<file path="src/sv/c_escape_sequence_decoder_defines.svh">
// ----------------------------------------------------------------------------
// C escape sequence decoder assertion macros
// Concurrent assertion wrappers, empty when SYNTH is defined.
// ----------------------------------------------------------------------------
`ifndef C_ESCAPE_SEQUENCE_DECODER_DEFINES_SVH
`define C_ESCAPE_SEQUENCE_DECODER_DEFINES_SVH

`ifndef SYNTH
// checked only out of reset
`define CESD_ASSERT(lbl, clk, rstn, prop, msg) \
  lbl: assert property (@(posedge clk) disable iff (!rstn) (prop)) else $error(msg);
// checked on every edge, reset included
`define CESD_ASSERT_ALWAYS(lbl, clk, prop, msg) \
  lbl: assert property (@(posedge clk) (prop)) else $error(msg);
`else
`define CESD_ASSERT(lbl, clk, rstn, prop, msg)
`define CESD_ASSERT_ALWAYS(lbl, clk, prop, msg)
`endif

`endif

</file>
<file path="src/sv/cesd_pkg.sv">
// ----------------------------------------------------------------------------
// C escape sequence decoder package
// Parse modes, queue entry and status types, character constants, helpers.
// ----------------------------------------------------------------------------
package cesd_pkg;

  localparam int unsigned QueueDepthDefault = 2;

  // parse modes
  typedef enum logic [2:0] {
    MODE_PLAIN = 3'd0,
    MODE_ESC   = 3'd1,
    MODE_HEX0  = 3'd2,
    MODE_HEX1  = 3'd3,
    MODE_OCT1  = 3'd4,
    MODE_OCT2  = 3'd5
  } mode_e;

  // character constants
  localparam logic [7:0] CharBackslash = 8'h5C;
  localparam logic [7:0] CharX         = 8'h78;
  localparam logic [7:0] CharA         = 8'h61;
  localparam logic [7:0] CharB         = 8'h62;
  localparam logic [7:0] CharF         = 8'h66;
  localparam logic [7:0] CharN         = 8'h6E;
  localparam logic [7:0] CharR         = 8'h72;
  localparam logic [7:0] CharT         = 8'h74;
  localparam logic [7:0] CharV         = 8'h76;

  // one queued decode: one or two result words
  typedef struct packed {
    logic       two;    // second word follows
    logic [8:0] ch0;
    logic       valid0;
    logic       end0;
    logic [7:0] ch1;    // raw terminator byte
  } entry_t;

  typedef struct packed {
    logic full;
    logic empty;
  } q_status_t;

  // simple escape code, zero when none
  function automatic logic [3:0] simple_escape(logic [7:0] c);
    logic [3:0] r;
    unique case (c)
      CharA:   r = 4'd7;
      CharB:   r = 4'd8;
      CharF:   r = 4'd12;
      CharN:   r = 4'd10;
      CharR:   r = 4'd13;
      CharT:   r = 4'd9;
      CharV:   r = 4'd11;
      default: r = 4'd0;
    endcase
    return r;
  endfunction

  function automatic logic is_oct(logic [7:0] c);
    return (c >= 8'h30) && (c <= 8'h37);
  endfunction

  function automatic logic is_hex(logic [7:0] c);
    return ((c >= 8'h30) && (c <= 8'h39)) ||
           ((c >= 8'h41) && (c <= 8'h46)) ||
           ((c >= 8'h61) && (c <= 8'h66));
  endfunction

  // nibble of a valid hex digit
  function automatic logic [3:0] hex_nibble(logic [7:0] c);
    logic [7:0] t;
    if (c <= 8'h39) begin
      t = c - 8'h30;
    end else begin
      t = (c & 8'hDF) - 8'h37;
    end
    return t[3:0];
  endfunction

endpackage

</file>
<file path="src/sv/cesd_front.sv">
// ----------------------------------------------------------------------------
// C escape sequence decoder front end
// Accepts input words, runs the escape parser and pushes decoded entries.
// ----------------------------------------------------------------------------
module cesd_front (
  input  logic               clk_i,
  input  logic               rst_ni,
  input  logic               in_valid_i,
  output logic               in_ready_o,
  input  logic [7:0]         in_char_i,
  input  logic               in_end_i,
  input  cesd_pkg::q_status_t q_status_i,
  output logic               push_o,
  output cesd_pkg::entry_t   entry_o
);

  cesd_pkg::mode_e mode_q, mode_d;
  logic [8:0]      dv_q, dv_d;
  logic            fire;
  logic [3:0]      esc;
  logic [8:0]      hex_nv;
  logic [8:0]      oct_nv;

  assign in_ready_o = !q_status_i.full;
  assign fire       = in_valid_i && in_ready_o;
  assign esc        = cesd_pkg::simple_escape(in_char_i);
  assign hex_nv     = {dv_q[4:0], cesd_pkg::hex_nibble(in_char_i)};
  assign oct_nv     = {dv_q[5:0], in_char_i[2:0]};

  // state register
  always_ff @(posedge clk_i or negedge rst_ni) begin
    if (!rst_ni) begin
      mode_q <= cesd_pkg::MODE_PLAIN;
      dv_q   <= 9'd0;
    end else begin
      mode_q <= mode_d;
      dv_q   <= dv_d;
    end
  end

  // parser next state and pushed entry
  always_comb begin
    mode_d         = mode_q;
    dv_d           = dv_q;
    push_o         = 1'b0;
    entry_o.two    = 1'b0;
    entry_o.ch0    = {1'b0, in_char_i};
    entry_o.valid0 = 1'b1;
    entry_o.end0   = 1'b0;
    entry_o.ch1    = in_char_i;
    if (fire) begin
      if (in_end_i) begin
        push_o       = 1'b1;
        entry_o.end0 = 1'b1;
        if (mode_q == cesd_pkg::MODE_HEX0 || mode_q == cesd_pkg::MODE_HEX1 ||
            mode_q == cesd_pkg::MODE_OCT1 || mode_q == cesd_pkg::MODE_OCT2) begin
          entry_o.ch0 = dv_q;
        end else begin
          entry_o.ch0    = 9'd0;
          entry_o.valid0 = 1'b0;
        end
        mode_d = cesd_pkg::MODE_PLAIN;
        dv_d   = 9'd0;
      end else begin
        unique case (mode_q)
          cesd_pkg::MODE_ESC: begin
            if (esc != 4'd0) begin
              push_o      = 1'b1;
              entry_o.ch0 = {5'd0, esc};
              mode_d      = cesd_pkg::MODE_PLAIN;
            end else if (in_char_i == cesd_pkg::CharX) begin
              dv_d   = 9'd0;
              mode_d = cesd_pkg::MODE_HEX0;
            end else if (cesd_pkg::is_oct(in_char_i)) begin
              dv_d   = {6'd0, in_char_i[2:0]};
              mode_d = cesd_pkg::MODE_OCT1;
            end else begin
              push_o = 1'b1;
              mode_d = cesd_pkg::MODE_PLAIN;
            end
          end
          cesd_pkg::MODE_HEX0, cesd_pkg::MODE_HEX1: begin
            if (cesd_pkg::is_hex(in_char_i)) begin
              if (mode_q == cesd_pkg::MODE_HEX0) begin
                dv_d   = hex_nv;
                mode_d = cesd_pkg::MODE_HEX1;
              end else begin
                push_o      = 1'b1;
                entry_o.ch0 = hex_nv;
                mode_d      = cesd_pkg::MODE_PLAIN;
                dv_d        = 9'd0;
              end
            end else begin
              // value, then the raw terminator unless it is zero
              push_o      = 1'b1;
              entry_o.ch0 = dv_q;
              entry_o.two = (in_char_i != 8'd0);
              mode_d      = cesd_pkg::MODE_PLAIN;
              dv_d        = 9'd0;
            end
          end
          cesd_pkg::MODE_OCT1, cesd_pkg::MODE_OCT2: begin
            if (cesd_pkg::is_oct(in_char_i)) begin
              if (mode_q == cesd_pkg::MODE_OCT1) begin
                dv_d   = oct_nv;
                mode_d = cesd_pkg::MODE_OCT2;
              end else begin
                push_o      = 1'b1;
                entry_o.ch0 = oct_nv;
                mode_d      = cesd_pkg::MODE_PLAIN;
                dv_d        = 9'd0;
              end
            end else begin
              push_o      = 1'b1;
              entry_o.ch0 = dv_q;
              entry_o.two = (in_char_i != 8'd0);
              mode_d      = cesd_pkg::MODE_PLAIN;
              dv_d        = 9'd0;
            end
          end
          default: begin
            // plain text
            if (in_char_i == cesd_pkg::CharBackslash) begin
              mode_d = cesd_pkg::MODE_ESC;
            end else begin
              push_o = 1'b1;
              mode_d = cesd_pkg::MODE_PLAIN;
            end
            dv_d = 9'd0;
          end
        endcase
      end
    end
  end

endmodule

</file>
<file path="src/sv/cesd_queue.sv">
// ----------------------------------------------------------------------------
// C escape sequence decoder entry queue
// Small register FIFO between the parser and the output stage.
// ----------------------------------------------------------------------------
module cesd_queue #(
  parameter int unsigned Depth = cesd_pkg::QueueDepthDefault
) (
  input  logic                clk_i,
  input  logic                rst_ni,
  input  logic                push_i,
  input  cesd_pkg::entry_t    entry_i,
  input  logic                pop_i,
  output cesd_pkg::entry_t    head_o,
  output cesd_pkg::q_status_t status_o
);

  localparam int unsigned PtrW = (Depth > 1) ? $clog2(Depth) : 1;
  localparam int unsigned CntW = $clog2(Depth + 1);
  localparam logic [PtrW-1:0] LastPtr = PtrW'(Depth - 1);
  localparam logic [CntW-1:0] FullCnt = CntW'(Depth);

  cesd_pkg::entry_t mem_q [Depth];
  logic [PtrW-1:0]  wptr_q, rptr_q;
  logic [CntW-1:0]  cnt_q;

  assign status_o.full  = (cnt_q == FullCnt);
  assign status_o.empty = (cnt_q == '0);
  assign head_o         = mem_q[rptr_q];

  // storage
  always_ff @(posedge clk_i) begin
    if (push_i) begin
      mem_q[wptr_q] <= entry_i;
    end
  end

  // pointers and fill count
  always_ff @(posedge clk_i or negedge rst_ni) begin
    if (!rst_ni) begin
      wptr_q <= '0;
      rptr_q <= '0;
      cnt_q  <= '0;
    end else begin
      if (push_i) begin
        wptr_q <= (wptr_q == LastPtr) ? '0 : wptr_q + 1'b1;
      end
      if (pop_i) begin
        rptr_q <= (rptr_q == LastPtr) ? '0 : rptr_q + 1'b1;
      end
      if (push_i && !pop_i) begin
        cnt_q <= cnt_q + 1'b1;
      end else if (pop_i && !push_i) begin
        cnt_q <= cnt_q - 1'b1;
      end
    end
  end

endmodule

</file>
<file path="src/sv/cesd_back.sv">
// ----------------------------------------------------------------------------
// C escape sequence decoder back end
// Splits queued entries into output words and holds them in a register.
// ----------------------------------------------------------------------------
module cesd_back (
  input  logic                clk_i,
  input  logic                rst_ni,
  input  cesd_pkg::entry_t    head_i,
  input  cesd_pkg::q_status_t q_status_i,
  output logic                pop_o,
  output logic                out_valid_o,
  input  logic                out_ready_i,
  output logic [8:0]          out_char_o,
  output logic                out_char_valid_o,
  output logic                out_end_o
);

  logic       valid_q, valid_d;
  logic       phase_q, phase_d;
  logic [8:0] char_q;
  logic       cv_q, end_q;
  logic       load;

  assign load  = !q_status_i.empty && (!valid_q || out_ready_i);
  assign pop_o = load && (!head_i.two || phase_q);

  // phase and valid control
  always_comb begin
    phase_d = phase_q;
    valid_d = valid_q;
    if (load) begin
      valid_d = 1'b1;
      phase_d = head_i.two && !phase_q;
    end else if (out_ready_i) begin
      valid_d = 1'b0;
    end
  end

  always_ff @(posedge clk_i or negedge rst_ni) begin
    if (!rst_ni) begin
      valid_q <= 1'b0;
      phase_q <= 1'b0;
    end else begin
      valid_q <= valid_d;
      phase_q <= phase_d;
    end
  end

  // output word register
  always_ff @(posedge clk_i) begin
    if (load) begin
      if (phase_q) begin
        char_q <= {1'b0, head_i.ch1};
        cv_q   <= 1'b1;
        end_q  <= 1'b0;
      end else begin
        char_q <= head_i.ch0;
        cv_q   <= head_i.valid0;
        end_q  <= head_i.end0;
      end
    end
  end

  assign out_valid_o      = valid_q;
  assign out_char_o       = char_q;
  assign out_char_valid_o = cv_q;
  assign out_end_o        = end_q;

endmodule

</file>
<file path="src/sv/c_escape_sequence_decoder.sv">
// ----------------------------------------------------------------------------
// C escape sequence decoder
// Decodes C string escapes from a byte stream ended by a tlast marker word.
//
//   channel  dir  tdata              tuser       tlast
//   s_axis   in   [7:0] char_in      -           end_in
//   m_axis   out  [8:0] char_out     char_valid  end_out
//
// One input word per cycle while the queue has room; each result word passes
// through the entry queue and the output register. A word that yields two
// results (escape value plus raw terminator) holds the output stage for a
// second word; the entry queue absorbs that, and input stalls only when full.
// Reset returns the parser to plain text and empties queue and output.
// ----------------------------------------------------------------------------
`include "c_escape_sequence_decoder_defines.svh"

module c_escape_sequence_decoder #(
  parameter int unsigned QueueDepth = cesd_pkg::QueueDepthDefault
) (
  input  logic        clk_i,
  input  logic        rst_ni,
  input  logic        s_axis_tvalid_i,
  output logic        s_axis_tready_o,
  input  logic [7:0]  s_axis_tdata_i,   // [7:0] char_in
  input  logic        s_axis_tlast_i,   // end_in
  output logic        m_axis_tvalid_o,
  input  logic        m_axis_tready_i,
  output logic [15:0] m_axis_tdata_o,   // [8:0] char_out, [15:9] zero
  output logic        m_axis_tuser_o,   // char_valid
  output logic        m_axis_tlast_o    // end_out
);

  cesd_pkg::entry_t    push_entry, head;
  cesd_pkg::q_status_t q_status;
  logic                push, pop;
  logic [8:0]          out_char;

  cesd_front u_front (
    .clk_i      (clk_i),
    .rst_ni     (rst_ni),
    .in_valid_i (s_axis_tvalid_i),
    .in_ready_o (s_axis_tready_o),
    .in_char_i  (s_axis_tdata_i),
    .in_end_i   (s_axis_tlast_i),
    .q_status_i (q_status),
    .push_o     (push),
    .entry_o    (push_entry)
  );

  cesd_queue #(
    .Depth (QueueDepth)
  ) u_queue (
    .clk_i    (clk_i),
    .rst_ni   (rst_ni),
    .push_i   (push),
    .entry_i  (push_entry),
    .pop_i    (pop),
    .head_o   (head),
    .status_o (q_status)
  );

  cesd_back u_back (
    .clk_i            (clk_i),
    .rst_ni           (rst_ni),
    .head_i           (head),
    .q_status_i       (q_status),
    .pop_o            (pop),
    .out_valid_o      (m_axis_tvalid_o),
    .out_ready_i      (m_axis_tready_i),
    .out_char_o       (out_char),
    .out_char_valid_o (m_axis_tuser_o),
    .out_end_o        (m_axis_tlast_o)
  );

  assign m_axis_tdata_o = {7'd0, out_char};

  // queue never written when full nor read when empty
  `CESD_ASSERT_ALWAYS(a_no_overflow, clk_i, push |-> !q_status.full, "queue overflow")
  `CESD_ASSERT_ALWAYS(a_no_underflow, clk_i, pop |-> !q_status.empty, "queue underflow")
  // an empty result only ever closes a string
  `CESD_ASSERT(a_empty_is_end, clk_i, rst_ni,
    (m_axis_tvalid_o && !m_axis_tuser_o) |-> (m_axis_tlast_o && out_char == 9'd0),
    "empty result without end marker")

endmodule

</file>
<file path="config.mk">
export PLATFORM = sky130hd
export DESIGN_NAME = c_escape_sequence_decoder
export DESIGN_NICKNAME = d
export VERILOG_FILES = /design/src/sv/cesd_pkg.sv /design/src/sv/cesd_front.sv /design/src/sv/cesd_queue.sv /design/src/sv/cesd_back.sv /design/src/sv/c_escape_sequence_decoder.sv
export VERILOG_INCLUDE_DIRS = /design/src /design/src/sv
export SDC_FILE = /design/constraint.sdc
export NUM_CORES = 1
export LEC_CHECK = 0
export BUFFER_PORTS_ARGS = -buffer_cell sky130_fd_sc_hd__buf_2
export CAP_MARGIN = 20
export CORE_ASPECT_RATIO = 0.75
export CORE_MARGIN = 10
export CORE_UTILIZATION = 55
export CTS_CLUSTER_DIAMETER = 30
export CTS_CLUSTER_SIZE = 24
export DETAILED_ROUTE_END_ITERATION = 8
export GPL_TIMING_DRIVEN = 0
export PLACE_DENSITY_LB_ADDON = 0.3
export SETUP_SLACK_MARGIN = 0.15
export SLEW_MARGIN = 15
export SYNTH_ARGS = -nofsm -noshare
export SYNTH_HDL_FRONTEND = slang
export SYNTH_HIERARCHICAL = 1
export SYNTH_SLANG_ARGS = --single-unit
</file>
<file path="constraint.sdc">
create_clock -name clk_i -period 3.2 [get_ports clk_i]
set_clock_uncertainty 0.15 [all_clocks]
set_input_delay 0.16 -clock clk_i [delete_from_list [all_inputs] [get_ports clk_i]]
set_output_delay 0.16 -clock clk_i [all_outputs]
set_load 0.005 [all_outputs]
</file>
# After elaboration in Yosys (flattened, before gate mapping)
# Memories as Yosys holds them, arrays and structs flattened.
# Cells that the tools add are included.
# word_totals
register_bits	29
latch_bits	0
mem_bits_rw	40
rom_bits	0
out_inout_bits	20
wordCells	130
memories	1
# memory_table
name	depth	width	read_ports	rd_clocked_by_memory_dff	write_ports	line_no	rtl
u_queue.mem_q	2	20	1	0	1	cesd_queue.sv:22	cesd_pkg::entry_t mem_q [Depth];
# classes
addsub	6
mul	0
div_mod_pow	0
order_cmp	7
n_eq_ne	17
shift	0
n_mux	56
bitwise_logic	0
reduce_logical	32
# op_table
cell	n
two-way mux 9 bit	14
equality test 8 x 7 -> 1 bit (second input constant)	9
case mux 9 bit (3 select lines)	2
case mux 4 bit (7 select lines)	1
two-way mux 1 bit	21
two-way mux 3 bit	6
greater-or-equal comparator 8 x 7 -> 1 bit (second input constant)	2
<= comparator 8 x 6 -> 1 bit (second input constant)	2
<= comparator 8 x 7 -> 1 bit (second input constant)	2
two-way mux 8 bit	2
two-way mux 12 bit	1
logical AND 1 bit	10
two-way mux 2 bit	5
case mux 3 bit (3 select lines)	1
greater-or-equal comparator 8 x 6 -> 1 bit (second input constant)	1
nonzero test 8 bit	1
zero test 1 bit	7
logical OR 1 bit	7
equality test 3 x 2 -> 1 bit (second input constant)	2
equality test 3 bit (second input constant)	2
two-way mux 4 bit	1
!= test 4 x 2 -> 1 bit (second input constant)	1
nonzero test 2 bit	2
nonzero test 4 bit	1
other kinds (13)	15

# Logic depth before layout (Yosys ltp)
# Gate-level depths: netlist (run 1).
# logic_depth
ltp_word	12
mapped_depth	14
mapped_depth_nobuf	12

# Hierarchy
# The synthesis (run 1) kept the hierarchy.
# by_module_without_submodules
mod	instances	cells_per_inst	area_per_inst_um2
cesd_front	1	283	1984.4
cesd_queue	1	78	1707.9
cesd_back	1	32	580.6
c_escape_sequence_decoder	1	8	56.3

# Worst setup path before layout (run 1)
# Ideal clock, no wire load.
# synth_timing
path_type	input to register
from	input port s_axis_tdata_i[1]
to	memory u_queue/mem_q[0][0] (netlist bit), enable pin
arrival_ns	3.029
required_time_ns	2.651
path_slack_ns	-0.378
path_stages	11
n_path_buf	3
cell_sequence	clkbuf_1 -> inv_1 -> ha_1 -> o21bai_1 -> a21oi_1 -> a31oi_1 -> buf_2 -> buf_2 -> o2111ai_1 -> o21ai_0 -> nor2b_1
# synth_via
elab_chain_len	10
word_cells_on_any_way	35
cone_classes	order compare (7); eq/ne (9); mux (12); reduce/logical (7)
# synth_lines
item	line_no	rtl
start, declared	c_escape_sequence_decoder.sv:24	input logic [7:0] s_axis_tdata_i,
greater-or-equal comparator 8 x 6 -> 1 bit, or another cell as far along	cesd_pkg.sv:61, cesd_pkg.sv:65	
logical AND 1 bit, on equally long branches	cesd_pkg.sv:61, cesd_pkg.sv:65, cesd_pkg.sv:66	
two-way mux 1 bit / logical OR 1 bit (equally long branches)	cesd_front.sv:74, cesd_pkg.sv:65	
two-way mux 1 bit / logical OR 1 bit (equally long branches)	cesd_front.sv:71, cesd_pkg.sv:66	
two-way mux 1 bit, on equally long branches	cesd_front.sv:67, cesd_front.sv:83	
case mux 1 bit (3 select lines) *	cesd_front.sv:65	unique case (mode_q)
two-way mux 1 bit *	cesd_front.sv:52	if (in_end_i) begin
two-way mux 1 bit *	cesd_front.sv:51	if (fire) begin
via push	c_escape_sequence_decoder.sv:35	logic push, pop;
two-way mux 1 bit *	cesd_queue.sv:32	if (push_i) begin
two-way mux 1 bit (implied by the code) *	cesd_queue.sv:33	mem_q[wptr_q] <= entry_i;
end, declared	cesd_queue.sv:22	
# The timed path passes the listed nets; every way through them passes the cells marked *.

# Worst setup path after layout (run 1)
# layout_timing
from	register u_front.mode_q[1]
to	register u_queue.cnt_q[1]
# layout_via
elab_chain_len	9
word_cells_on_any_way	19
cone_classes	eq/ne (5); mux (8); reduce/logical (6)
# layout_lines
item	line_no	rtl
start, declared	cesd_front.sv:17	cesd_pkg::mode_e mode_q, mode_d;
start signal, assigned	cesd_front.sv:33	mode_q <= cesd_pkg::MODE_PLAIN;
start signal, assigned	cesd_front.sv:36	mode_q <= mode_d;
equality test 3 bit / equality test 3 x 2 -> 1 bit (equally long branches)	cesd_front.sv:65, cesd_front.sv:104, cesd_front.sv:84	
two-way mux 1 bit, on equally long branches	cesd_front.sv:104, cesd_front.sv:84	
two-way mux 1 bit, on equally long branches	cesd_front.sv:103, cesd_front.sv:83	
case mux 1 bit (3 select lines) *	cesd_front.sv:65	
two-way mux 1 bit *	cesd_front.sv:52	
two-way mux 1 bit *	cesd_front.sv:51	
via push	c_escape_sequence_decoder.sv:35	
zero test 1 bit	cesd_queue.sv:52	end else if (pop_i && !push_i) begin
logical AND 1 bit	cesd_queue.sv:52	
nonzero test 2 bit (no line)	n/a	
end signal, assigned	cesd_queue.sv:51	cnt_q <= cnt_q + 1'b1;
end signal, assigned	cesd_queue.sv:53	cnt_q <= cnt_q - 1'b1;
end, declared	cesd_queue.sv:24	logic [CntW-1:0] cnt_q;
# Marks and branches as above.
# A chain may end at the register's enable or synchronous reset.

==> results of run 1 <==
## sequential cells by signal, indices dropped and copies added, names as in the netlist, 2 cells and up
| name | count |
|---|---|
| u_queue/mem_q | 40 |
| u_back/out_char_o | 9 |
| u_front/dv_q | 9 |
| u_front/mode_q | 3 |
| u_queue/cnt_q | 2 |
## logic make-up (layout without fill, tap and decap cells)
| kind of cell | count (synthesis) | count (layout) | share of synthesized area |
|---|---|---|---|
| simple gates | 127 | 129 | 0.1627 |
| compound gates | 97 | 97 | 0.1653 |
| flops | 69 | 69 | 0.4578 |
| buf+inv | 60 | 113 | 0.07312 |
| mux | 31 | 31 | 0.1017 |
| xor+xnor | 9 | 9 | 0.01821 |
| fa+ha+maj | 7 | 7 | 0.02023 |
| other cells | 1 | 7 | 0.0008662 |
## area by class of cell
class | instances | share of cell area
plain buffers | 42 | 0.05140
clock buffers | 9 | 0.02494
clock inverters | 7 | 0.009826
inverters | 18 | 0.01361
multi-input cells | 280 | 0.4248
flip-flops and latches | 69 | 0.3991
well taps | 101 | 0.02545
repair buffers | 37 | 0.05089
## worst paths after layout
kind	end	slack [ns]	cells after the start
max in group asynchronous	u_front/dv_q[4]$_DFFE_PN0P_	2.43	2
min in group asynchronous	u_queue/rptr_q$_DFFE_PN0P_	0.15	2
worst max register to register	u_queue/cnt_q[1]$_DFFE_PN0P_	0.28	10
worst max-delay path	u_queue/cnt_q[1]$_DFFE_PN0P_	0.28	10
worst min register to register	u_queue/cnt_q[1]$_DFFE_PN0P_	0.34	1
worst min-delay path	u_queue/mem_q[0][0]$_DFFE_PP_	0.02	2
## worst max-delay path, cell delays in order (launching register included)
cell	delay (ns)
sky130_fd_sc_hd__dfrtp_1	0.47
sky130_fd_sc_hd__or3b_1	0.46
sky130_fd_sc_hd__buf_6	0.18
sky130_fd_sc_hd__and2_1	0.20
sky130_fd_sc_hd__nor2_1	0.38
sky130_fd_sc_hd__o2111ai_1	0.19
sky130_fd_sc_hd__o21ai_2	0.09
sky130_fd_sc_hd__buf_4	0.17
sky130_fd_sc_hd__ha_1	0.26
sky130_fd_sc_hd__nor2_1	0.15
sky130_fd_sc_hd__xor2_1	0.16
## through the flow
step	util	instance area (µm²)	TNS, ns
5_1_grt	0.6622	4966	0
3_5_place_dp	0.6149	4612	-45.49
2_1_floorplan	-	4360	0
6_report	0.6622	4966	0
3_3_place_gp	0.6149	4612	-53.33
4_1_cts	0.6558	4918	0
## metal layers
metal  up-vias  part of all wire  routed length [µm]  global-route usage
met2       192              0.48                5569              0.3025
met3        16             0.084                 984             0.04635
met1      1667              0.43                4975              0.2683
met4         0             0.012                 142             0.05027
li1       1593                 -                   -                   -
met5         -                 0                   0                   0
## cells in the final DEF (no fill, tap or decap), drive strengths merged, types with 5 or more instances in the layout
cell and count:
a21boi 5, dlygate4sd3 5, nand3 16, a222oi 6, edfxtp 51, dfrtp 18
a31oi 5, nor2 25, nor3b 7, buf 55, ha 7, o21ai 11
nand2b 8, and2 6, clkbuf 28, xor2 7, inv 20, nor2b 8
nand2 29, o211ai 6, conb 7, a21oi 20, o22ai 5, mux2 29
## power breakdown
group | internal [W] | switching (W)
sequential | 0.00127 | 0.0000983
clock | 0.000282 | 0.000337
combinational | 0.000608 | 0.000552
## repair_timing
item,CTS,global route
gates cloned,2,0
hold buffers,4,1
gates resized for setup,9,6
pin swaps,1,2
endpoints found under the setup margin,53,42
buffers inserted,3,4
endpoints found under the hold margin,23,2
==> results.txt, run 1 <==
----------------------------------------------------
[Finish]
  Area of combinational cells with multiple inputs ... 0.002110 mm²
  Post-Layout Cell Count ... 563
  Area added between synthesis and finish ... 14.71%
  Number of fill cells in the layout ... 606
  Layout net count ... 477
  ANT cells ... 0
  Sequential cell area in the final layout ... 0.001982 mm²
  Share of final-layout standard cells stronger than drive strength 1 ... 0.2619

[Clock network]
  Number of H-tree levels ... 3
  Sink Count ... 69
  Clock Path Buffers ... 2
  Total clock buffers created by CTS ... 9
  CTS root buffer ... sky130_fd_sc_hd__clkbuf_8
  Worst skew pair latency ... 0.34 ns
  TritonCTS clock tree ... done
  Clock input transition at the sequential cells of the worst setup and hold paths ... 0.08 ns

[Setup path]
  Critical setup path kind ... reg2reg
  Worst reg2reg startpoint ... u_front/mode_q[1]$_DFFE_PN0P_
  Critical Path RT ... 3.31 ns
  Largest fanout of any net on the critical path ... 10
  Endpoint class of the critical path ... flop
  Critical Path AT ... 3.04 ns
  Element type at the critical path start ... flop
  CP Launch Point ... u_front/mode_q[1]$_DFFE_PN0P_

[Logic synthesis]
  Top post-synthesis cells by area ... sky130_fd_sc_hd__edfxtp_1, sky130_fd_sc_hd__dfrtp_1, sky130_fd_sc_hd__mux2_4
  Total number of yosys warnings ... 6
  Count leader, synth ... sky130_fd_sc_hd__edfxtp_1
  Leading area contributor after synthesis ... sky130_fd_sc_hd__edfxtp_1
  Average size of a mapped cell ... 10.80 µm²
  Async S/R FF share, synth ... 0.2609
  #FFs+latches synth ... 69
  Most frequent cells after synthesis ... sky130_fd_sc_hd__edfxtp_1, sky130_fd_sc_hd__nand2_1, sky130_fd_sc_hd__mux2_4, sky130_fd_sc_hd__nor2_1, sky130_fd_sc_hd__a21oi_1
  Top cell type's share of synthesized area ... 0.3538
  Sequential fraction of the synthesis area ... 0.4578
  Most instantiated flip-flop cell in the synthesis netlist ... sky130_fd_sc_hd__edfxtp_1
  Post-synthesis cell count ... 401
  Syn Std Cell Area ... 0.004329 mm²
  Post-synth cell types ... 67
  Number of synthesized flops with an enable pin ... 51

[Timing]
  Final critical path time including I/O delays and setup ... 2.922 ns
  Number of failing hold endpoints at the final stage ... 0
  Headroom to the max-slew limit ... 0.4296
  Post-layout worst setup margin ... 0.2783 ns
  Least-Margin Pin Slew ... 0.8480 ns
  Maximum clock rate ... 342.3 MHz
  Final Max Tran Viols ... 0
  Final setup vio count ... 0
  Setup repair after global routing missed its margin ... false
  Ratio of final minimum period to clock period ... 0.9130
  Hold slack ... 0.02165 ns

[Placement]
  Place WS ... -1.058 ns
  GP Congestion ... 0.9779
  Port Buffer Count ... 25
  Half-perimeter wire length of the detailed placement result ... 8335 µm
  Instance count after placement with tap cells included ... 533

[Floorplanning]
  Number of ports placed on the die boundary ... 33
  Area of the core ... 0.007500 mm²
  Effective utilization at floorplan ... 0.5772
  Chip Height ... 96.84 µm
  Number of cell rows ... 27
  Die X ... 122.4 µm
  Floorplan die area ... 0.01186 mm²

[Route]
  DRT Wirelength ... 11670 µm
  Remaining number of nets flagged by the antenna check after routing ... 0
  Initial drt markers ... 416
  Avg WL per Cell ... 20.73 µm
  Detailed-route vias per instance ... 6.160
  Total vias in the final route ... 3468
  Number of detailed-routing iterations run before antenna repair ... 7
  Remaining routing DRC violations ... 0

[Power and ir drop]
  P_leak ... 2.005 nW
  Worst ir drop on vdd ... 0.5651 mV
  P per Cell Area ... 634.5 mW/mm²
  Total power after layout ... 0.003151 W

[Hold path]
  Worst hold path startpoint ... s_axis_tdata_i[0]
  Hold Path Class ... in2reg

[Global route]
  Largest net degree at the start of global routing ... 19
  Initial antenna violation count ... 0
  Overall track demand over capacity in global routing ... 0.1959
  Overflow left after global routing ... 0
  Number of global-route vias before repair ... 3324
  Wire length of the first global-routing pass ... 18350 µm

[Flow run]
  Maximum capacitance violations ... 0

[Outcome]
  Outcome ... finished clean

----------------------------------------------------
Note: power is estimated with default switching activity, not from simulation.
==> inputs of run 2 (changes only) <==
--- a/config.mk
+++ b/config.mk
@@ -10,7 +10,7 @@
 export CAP_MARGIN = 20
 export CORE_ASPECT_RATIO = 0.75
 export CORE_MARGIN = 10
-export CORE_UTILIZATION = 55
+export CORE_UTILIZATION = 30
 export CTS_CLUSTER_DIAMETER = 30
 export CTS_CLUSTER_SIZE = 24
 export DETAILED_ROUTE_END_ITERATION = 8
@@ -20,5 +20,4 @@
 export SLEW_MARGIN = 15
 export SYNTH_ARGS = -nofsm -noshare
 export SYNTH_HDL_FRONTEND = slang
-export SYNTH_HIERARCHICAL = 1
 export SYNTH_SLANG_ARGS = --single-unit
==> run 2 against run 1 <==
Final cell count up 10%. Global-route usage fell by 6.0 points. Cell area increased by 1.3%. Hold slack better by 0.038 ns. Worst setup slack improved by 0.0099 ns. Clock power rose by 75%. Register-to-register slack improved by 0.11 ns.
==> results.txt, run 2 <==
----------------------------------------------------
[Finish]
  Post-route cell area ... 0.005029 mm²
  Layout net count ... 460
  Max reg flops ... 40
  Number of fill cells in the layout ... 1361
  ANT cells ... 0
  Area added between synthesis and finish ... 20.01%
  Share of final-layout standard cells stronger than drive strength 1 ... 0.2081
  Leading cell types in the layout, fill and taps excluded ... sky130_fd_sc_hd__edfxtp_1, sky130_fd_sc_hd__nand2_1, sky130_fd_sc_hd__buf_2
  Most common cell after layout, fill and taps aside ... sky130_fd_sc_hd__edfxtp_1
  Largest register by flop count ... u_queue.mem_q

[Floorplanning]
  Number of cell rows ... 37
  Area of the core ... 0.01370 mm²
  Effective utilization at floorplan ... 0.3058
  Chip Height ... 122.4 µm
  Number of ports placed on the die boundary ... 33
  Floorplan die area ... 0.01914 mm²
  Die X ... 156.5 µm

[Logic synthesis]
  Most frequent cells after synthesis ... sky130_fd_sc_hd__edfxtp_1, sky130_fd_sc_hd__nand2_1, sky130_fd_sc_hd__a21oi_1
  Post-synth cell types ... 76
  Fraction of the mapped netlist area in simple logic gates ... 0.1424
  Top cell type's share of synthesized area ... 0.3655
  XOR/XNOR share of the synthesized area ... 0.01463
  Sequential fraction of the synthesis area ... 0.4730
  Adder and majority cell fraction of the synthesized area ... 0.01493
  Leading area contributor after synthesis ... sky130_fd_sc_hd__edfxtp_1
  Most instantiated flip-flop cell in the synthesis netlist ... sky130_fd_sc_hd__edfxtp_1
  #FFs+latches synth ... 69
  Count leader, synth ... sky130_fd_sc_hd__edfxtp_1
  Top post-synthesis cells by area ... sky130_fd_sc_hd__edfxtp_1, sky130_fd_sc_hd__dfrtp_1, sky130_fd_sc_hd__mux4_2
  Number of synthesized flops with an enable pin ... 51
  Main combinational cell family by area after synthesis ... compound AO/OA/AOI/OAI gates
  Average size of a mapped cell ... 10.72 µm²
  Compound-Gate Fraction of Synth Area ... 0.2332
  Total number of yosys warnings ... 0
  Mux contribution to synthesized area ... 0.06957
  Async S/R FF share, synth ... 0.2609
  Post-synthesis cell count ... 391
  Syn Std Cell Area ... 0.004190 mm²

[Clock network]
  Sink Count ... 69
  Worst skew pair latency ... 0.34 ns
  Clock Path Buffers ... 2
  TritonCTS clock tree ... done
  Clock input transition at the sequential cells of the worst setup and hold paths ... 0.06 ns
  CTS root buffer ... sky130_fd_sc_hd__clkbuf_16
  Total clock buffers created by CTS ... 9
  Number of H-tree levels ... 3

[Setup path]
  CP Launch Point ... s_axis_tdata_i[0]
  Critical Path AT ... 2.83 ns
  Library cell contributing the largest single delay on the critical path ... sky130_fd_sc_hd__a2111o_1
  Delay of the slowest cell on the worst path ... 0.54 ns
  Cell chain of the critical path ... buf_2 > inv_1 > ha_2 > nand2_1 > or3_4 > a2111o_1 > nand2_2 > mux2_2 > o311a_1
  Kind of cell adding the most delay to the critical path ... compound AO/OA/AOI/OAI gates
  Worst reg2reg startpoint ... u_front.mode_q[1]$_DFFE_PN0P_
  Worst setup path end ... u_queue.mem_q[1][13]$_DFFE_PP_
  Endpoint class of the critical path ... flop
  Critical Path RT ... 3.11 ns
  Number of buffer and inverter stages on the critical path ... 2
  Largest fanout of any net on the critical path ... 11
  Worst reg2reg path depth ... 8
  Element type at the critical path start ... input pin
  Register-to-register setup slack ... 0.39 ns
  Number of cells on the critical path ... 9
  Critical setup path kind ... in2reg
  Capture instance of the worst register-to-register path ... u_queue.cnt_q[1]$_DFFE_PN0P_

[Global route]
  Initial antenna violation count ... 0
  Overall track demand over capacity in global routing ... 0.1360
  Number of global-route vias before repair ... 3408
  Wire length of the first global-routing pass ... 20240 µm
  Largest net degree at the start of global routing ... 21
  Overflow left after global routing ... 0

[Timing]
  Number of failing hold endpoints at the final stage ... 0
  Post-layout worst setup margin ... 0.2882 ns
  Least-Margin Pin Slew ... 0.7748 ns
  Maximum clock rate ... 343.4 MHz
  Ratio of final minimum period to clock period ... 0.9099
  Hold slack ... 0.05952 ns
  Final critical path time including I/O delays and setup ... 2.912 ns
  Headroom to the max-slew limit ... 0.4812
  Final Max Tran Viols ... 0
  Final setup vio count ... 0
  Setup repair after global routing missed its margin ... false
  Setup Total Neg Slack ... 0 ns

[Placement]
  GP Congestion ... 0.9823
  Half-perimeter wire length of the detailed placement result ... 9508 µm
  Placed standard-cell area ... 0.004558 mm²
  Port Buffer Count ... 24
  Place WS ... -0.6166 ns

[Power and ir drop]
  P per Cell Area ... 668.0 mW/mm²
  P_leak ... 1.779 nW
  Total power after layout ... 0.003359 W
  Worst ir drop on vdd ... 0.2430 mV

[Route]
  Initial drt markers ... 500
  Number of detailed-routing iterations run before antenna repair ... 5
  Total vias in the final route ... 3604
  Remaining number of nets flagged by the antenna check after routing ... 0
  Avg WL per Cell ... 20.82 µm
  Detailed-route vias per instance ... 5.794
  DRT Wirelength ... 12950 µm
  Remaining routing DRC violations ... 0

[Flow run]
  Maximum capacitance violations ... 0

[Outcome]
  Outcome ... finished clean

[Hold path]
  Hold Path Class ... in2reg

----------------------------------------------------
run 2: cell type report:
class / count / area (µm²) / share of cell area
Timing Repair Buffer: 33 / 217.7 / 0.04329
Inverter: 10 / 37.54 / 0.007465
Tap cell: 175 / 219.0 / 0.04354
Clock buffer: 11 / 264.0 / 0.05250
Buffer: 37 / 180.2 / 0.03583
Multi-Input combinational cell: 282 / 2066 / 0.4108
Clock inverter: 5 / 62.56 / 0.01244
Sequential cell: 69 / 1982 / 0.3941
run 2: cell families (layout without fill, tap and decap cells):
logic type / count (synthesis) / count (layout)
muxes: 19 / 19
xor gates and xnor gates: 7 / 7
buffers and inverters: 47 / 96
other: 1 / 7
AOI/OAI and AO/OA: 132 / 132
adders and majority gates: 5 / 5
DFF: 69 / 69
and+or+nand+nor: 111 / 112
run 2: layer usage:
layer  share of wire  vias to the layer above  GRT usage
met4           0.011                        0    0.03941
met1            0.47                     1779     0.2028
met5               0                        -          0
li1                -                     1616          -
met3            0.10                       19    0.03425
met2            0.42                      190     0.1879
run 2: worst reg2reg max path: stages, from the launching register on:
cell	delay [ns]
sky130_fd_sc_hd__dfrtp_1	0.43
sky130_fd_sc_hd__clkbuf_1	0.37
sky130_fd_sc_hd__nor3_1	0.14
sky130_fd_sc_hd__a21oi_1	0.49
sky130_fd_sc_hd__o221a_2	0.34
sky130_fd_sc_hd__o22ai_2	0.14
sky130_fd_sc_hd__ha_1	0.37
sky130_fd_sc_hd__nor2_1	0.15
sky130_fd_sc_hd__xor2_1	0.16
run 2: how the worst min path moves through the flow:
stage | start | to | slack [ns] | cells after the start
2_1_floorplan | rst_ni | u_back.out_valid_o$_DFFE_PN0P_ | -0.29 | 0
3_3_place_gp | rst_ni | u_front.dv_q[2]$_DFFE_PN0P_ | -0.03 | 1
3_5_place_dp | rst_ni | u_front.dv_q[2]$_DFFE_PN0P_ | -0.02 | 1
4_1_cts | s_axis_tdata_i[0] | u_queue.mem_q[0][0]$_DFFE_PP_ | 0.05 | 1
5_1_grt | s_axis_tdata_i[1] | u_queue.mem_q[1][1]$_DFFE_PP_ | 0.06 | 1
6_report | s_axis_tdata_i[0] | u_queue.mem_q[1][0]$_DFFE_PP_ | 0.06 | 1
run 2: report_power, final:
group          total [W]  internal [W]  switching, W  leakage [nW]
Sequential       0.00136       0.00128     0.0000840         0.714
Clock            0.00108      0.000678      0.000399         0.162
Combinational   0.000921      0.000395      0.000526         0.903
Total            0.00336       0.00235       0.00101          1.78
run 2: per-stage QoR:
stage,util,std cells
6_report,0.3670,622
5_1_grt,0.3670,622
4_1_cts,0.3637,620
3_5_place_dp,0.3326,596
3_3_place_gp,0.3324,596
2_1_floorplan,-,397
run 2: timing repair:
action | CTS | global route
cloned | 1 | 0
pin swaps | 0 | 0
hold endpoints to repair | 29 | 0
setup buffers | 0 | 2
endpoints found under the setup margin | 44 | 19
hold buffers | 7 | 0
resized for setup | 6 | 6
==> inputs of run 3 (changes only) <==
--- a/config.mk
+++ b/config.mk
@@ -16,6 +16,7 @@
 export DETAILED_ROUTE_END_ITERATION = 8
 export GPL_TIMING_DRIVEN = 0
 export PLACE_DENSITY_LB_ADDON = 0.3
+export REMOVE_ABC_BUFFERS = 1
 export SETUP_SLACK_MARGIN = 0.15
 export SLEW_MARGIN = 15
 export SYNTH_ARGS = -nofsm -noshare
==> run 3 against run 2 <==
Sequential power rose by 4%. Maximum frequency down 4.5%. Flip-flop and latch count did not move. Wire length is 8.9% lower. Clock power decreased by 6%. Core utilization fell by 2.0 points. Critical path depth unchanged. Cell area fell by 5.5%. Sequential share of layout area increased by 2.3 points. First-iteration DRC count shrank 15%. Largest cell class unchanged.
==> results.txt, run 3 (same netlist as run 2, synthesis figures left out) <==
----------------------------------------------------
[Power and ir drop]
  Worst ir drop on vdd ... 0.2956 mV
  Combinational Power Share ... 0.245
  Total power after layout ... 0.003228 W
  P per Cell Area ... 679.5 mW/mm²
  Internal Dissipation ... 0.002249 W
  Switching fraction of total power ... 0.3033
  Net switching power figure ... 0.0009792 W
  Clock network fraction of total power ... 0.315
  Sequential fraction of design power ... 0.440
  P_leak ... 1.633 nW

[Global route]
  Initial antenna violation count ... 0
  Number of global-route vias before repair ... 3195
  Largest net degree at the start of global routing ... 28
  Overflow left after global routing ... 0
  Wire length of the first global-routing pass ... 18630 µm
  Overall track demand over capacity in global routing ... 0.1243

[Clock network]
  Post-CTS Setup Inserts ... 0
  Clock input transition at the sequential cells of the worst setup and hold paths ... 0.06 ns
  Clock Path Buffers ... 2
  Number of H-tree levels ... 3
  CTS root buffer ... sky130_fd_sc_hd__clkbuf_16
  Sink Count ... 69
  TritonCTS clock tree ... done
  Worst skew pair latency ... 0.33 ns
  Total clock buffers created by CTS ... 9

[Floorplanning]
  Number of cell rows ... 37
  Die X ... 156.5 µm
  Area of the core ... 0.01370 mm²
  Floorplan die area ... 0.01914 mm²
  Effective utilization at floorplan ... 0.3058
  Number of ports placed on the die boundary ... 33
  Chip Height ... 122.4 µm

[Timing]
  Final Max Tran Viols ... 0
  Ratio of final minimum period to clock period ... 0.9528
  Hold slack ... 0.06283 ns
  Maximum clock rate ... 328.0 MHz
  Setup Total Neg Slack ... 0 ns
  Setup repair after global routing missed its margin ... false
  Headroom to the max-slew limit ... 0.4555
  Final setup vio count ... 0
  Least-Margin Pin Slew ... 0.8167 ns
  Number of failing hold endpoints at the final stage ... 0
  Final critical path time including I/O delays and setup ... 3.049 ns

[Route]
  Number of detailed-routing iterations run before antenna repair ... 5
  Detailed-route vias per instance ... 5.801
  Remaining routing DRC violations ... 0
  Initial drt markers ... 427
  DRT Wirelength ... 11800 µm
  Total vias in the final route ... 3359
  Remaining number of nets flagged by the antenna check after routing ... 0
  Avg WL per Cell ... 20.37 µm

[Placement]
  Placed standard-cell area ... 0.004400 mm²
  Half-perimeter wire length of the detailed placement result ... 8184 µm
  Port Buffer Count ... 25
  GP Congestion ... 0.9124
  Instance count after placement with tap cells included ... 561

[Setup path]
  Delay of the slowest cell on the worst path ... 0.66 ns
  Critical Path AT ... 2.93 ns
  Largest fanout of any net on the critical path ... 11
  Critical Path RT ... 3.08 ns
  Library cell contributing the largest single delay on the critical path ... sky130_fd_sc_hd__a311oi_1
  Cell chain of the critical path ... buf_2 > inv_1 > ha_1 > nor4b_4 > nand4b_1 > o211ai_1 > nor2_1 > a22oi_1 > a311oi_1
  Endpoint class of the critical path ... flop
  Critical setup path kind ... in2reg
  Register-to-register setup slack ... 0.41 ns
  Element type at the critical path start ... input pin

[Flow run]
  Maximum capacitance violations ... 0

[Finish]
  Leading cell types in the layout, fill and taps excluded ... sky130_fd_sc_hd__edfxtp_1, sky130_fd_sc_hd__nand2_1, sky130_fd_sc_hd__buf_2
  Area of combinational cells with multiple inputs ... 0.002043 mm²
  Most common cell after layout, fill and taps aside ... sky130_fd_sc_hd__edfxtp_1
  Post-route cell area ... 0.004751 mm²
  Post-Layout Cell Count ... 579
  Number of fill cells in the layout ... 1379
  Largest register by flop count ... u_queue.mem_q
  Area added between synthesis and finish ... 13.38%
  Sequential cell area in the final layout ... 0.001983 mm²
  ANT cells ... 0
  Layout net count ... 417
  Share of final-layout standard cells stronger than drive strength 1 ... 0.1906
  Max reg flops ... 40

[Outcome]
  Outcome ... finished clean

[Hold path]
  Hold Path Class ... in2reg

----------------------------------------------------
[run 3: cell count changes in the layout (fill, tap and decap cells not counted), moves of 2 or more]
| cell | change |
|---|---|
| sky130_fd_sc_hd__dlygate4sd3_1 | -5 |
| sky130_fd_sc_hd__clkbuf_1 | -19 |
| sky130_fd_sc_hd__buf_1 | -4 |
| sky130_fd_sc_hd__buf_2 | -3 |
| sky130_fd_sc_hd__clkbuf_2 | -2 |
| sky130_fd_sc_hd__buf_4 | -8 |
| sky130_fd_sc_hd__clkinvlp_4 | +2 |
[run 3: path summary, 6_finish.rpt]
path,start,endpoint,depth (start not counted)
worst max-delay path,s_axis_tdata_i[0],u_queue.mem_q[1][19]$_DFFE_PP_,9
worst min-delay path,s_axis_tdata_i[1],u_queue.mem_q[0][1]$_DFFE_PP_,1
worst max register to register,u_front.mode_q[1]$_DFFE_PN0P_,u_queue.mem_q[0][16]$_DFFE_PP_,6
worst min register to register,u_queue.cnt_q[1]$_DFFE_PN0P_,u_queue.cnt_q[1]$_DFFE_PN0P_,1
max in group asynchronous,rst_ni,u_front.mode_q[0]$_DFFE_PN0P_,2
min in group asynchronous,rst_ni,u_front.dv_q[2]$_DFFE_PN0P_,2
[run 3: final cells by class]
cell class | count | share of cell area
multi-input combinational | 281 | 0.4301
inverter | 10 | 0.007901
sequential | 69 | 0.4174
tap | 175 | 0.04609
clock inverter | 7 | 0.01738
timing repair buffer | 28 | 0.03371
clock buffer | 9 | 0.04741
[run 3: power groups by stage]
| stage | Sequential (W) | Clock, W | Combinational, W |
|---|---|---|---|
| after floorplan | 0.00142 | 0 | 0.000493 |
| after global placement | 0.00144 | 0 | 0.000759 |
| after detailed placement | 0.00144 | 0 | 0.000785 |
| after CTS | 0.00143 | 0.00104 | 0.000795 |
| after global routing | 0.00146 | 0.00109 | 0.000874 |
| final | 0.00142 | 0.00102 | 0.000790 |
[run 3: repair_timing]
action                                 in CTS  in global routing
hold buffers                                2                  0
endpoints found under the hold margin      19                  0
setup endpoints to repair                  39                 37
gates resized for setup                     4                  3
[run 3: worst max-delay path: cells and delay by family]
| family | cells | cell delay [ns] |
|---|---|---|
| simple gates | 3 | 0.94 |
| fa+ha+maj | 1 | 0.37 |
| compound gates | 3 | 1.11 |
| buf+inv | 2 | 0.34 |
[run 3: through the flow]
step	worst slack, ns	util
floorplan	0.02155	-
detailed placement	-0.4780	0.3211
finish	0.1509	0.3467
CTS	0.1635	0.3458
global placement	-1.205	0.3196
global route	0.1500	0.3467
[run 3: layer usage]
| metal | vias up | wire length, µm | global-route usage |
|---|---|---|---|
| li1 | 1532 | - | - |
| met1 | 1647 | 5556 | 0.1818 |
| met3 | 17 | 1004 | 0.03006 |
| met5 | - | 0 | 0 |
| met2 | 163 | 5071 | 0.1775 |
| met4 | 0 | 164 | 0.03529 |
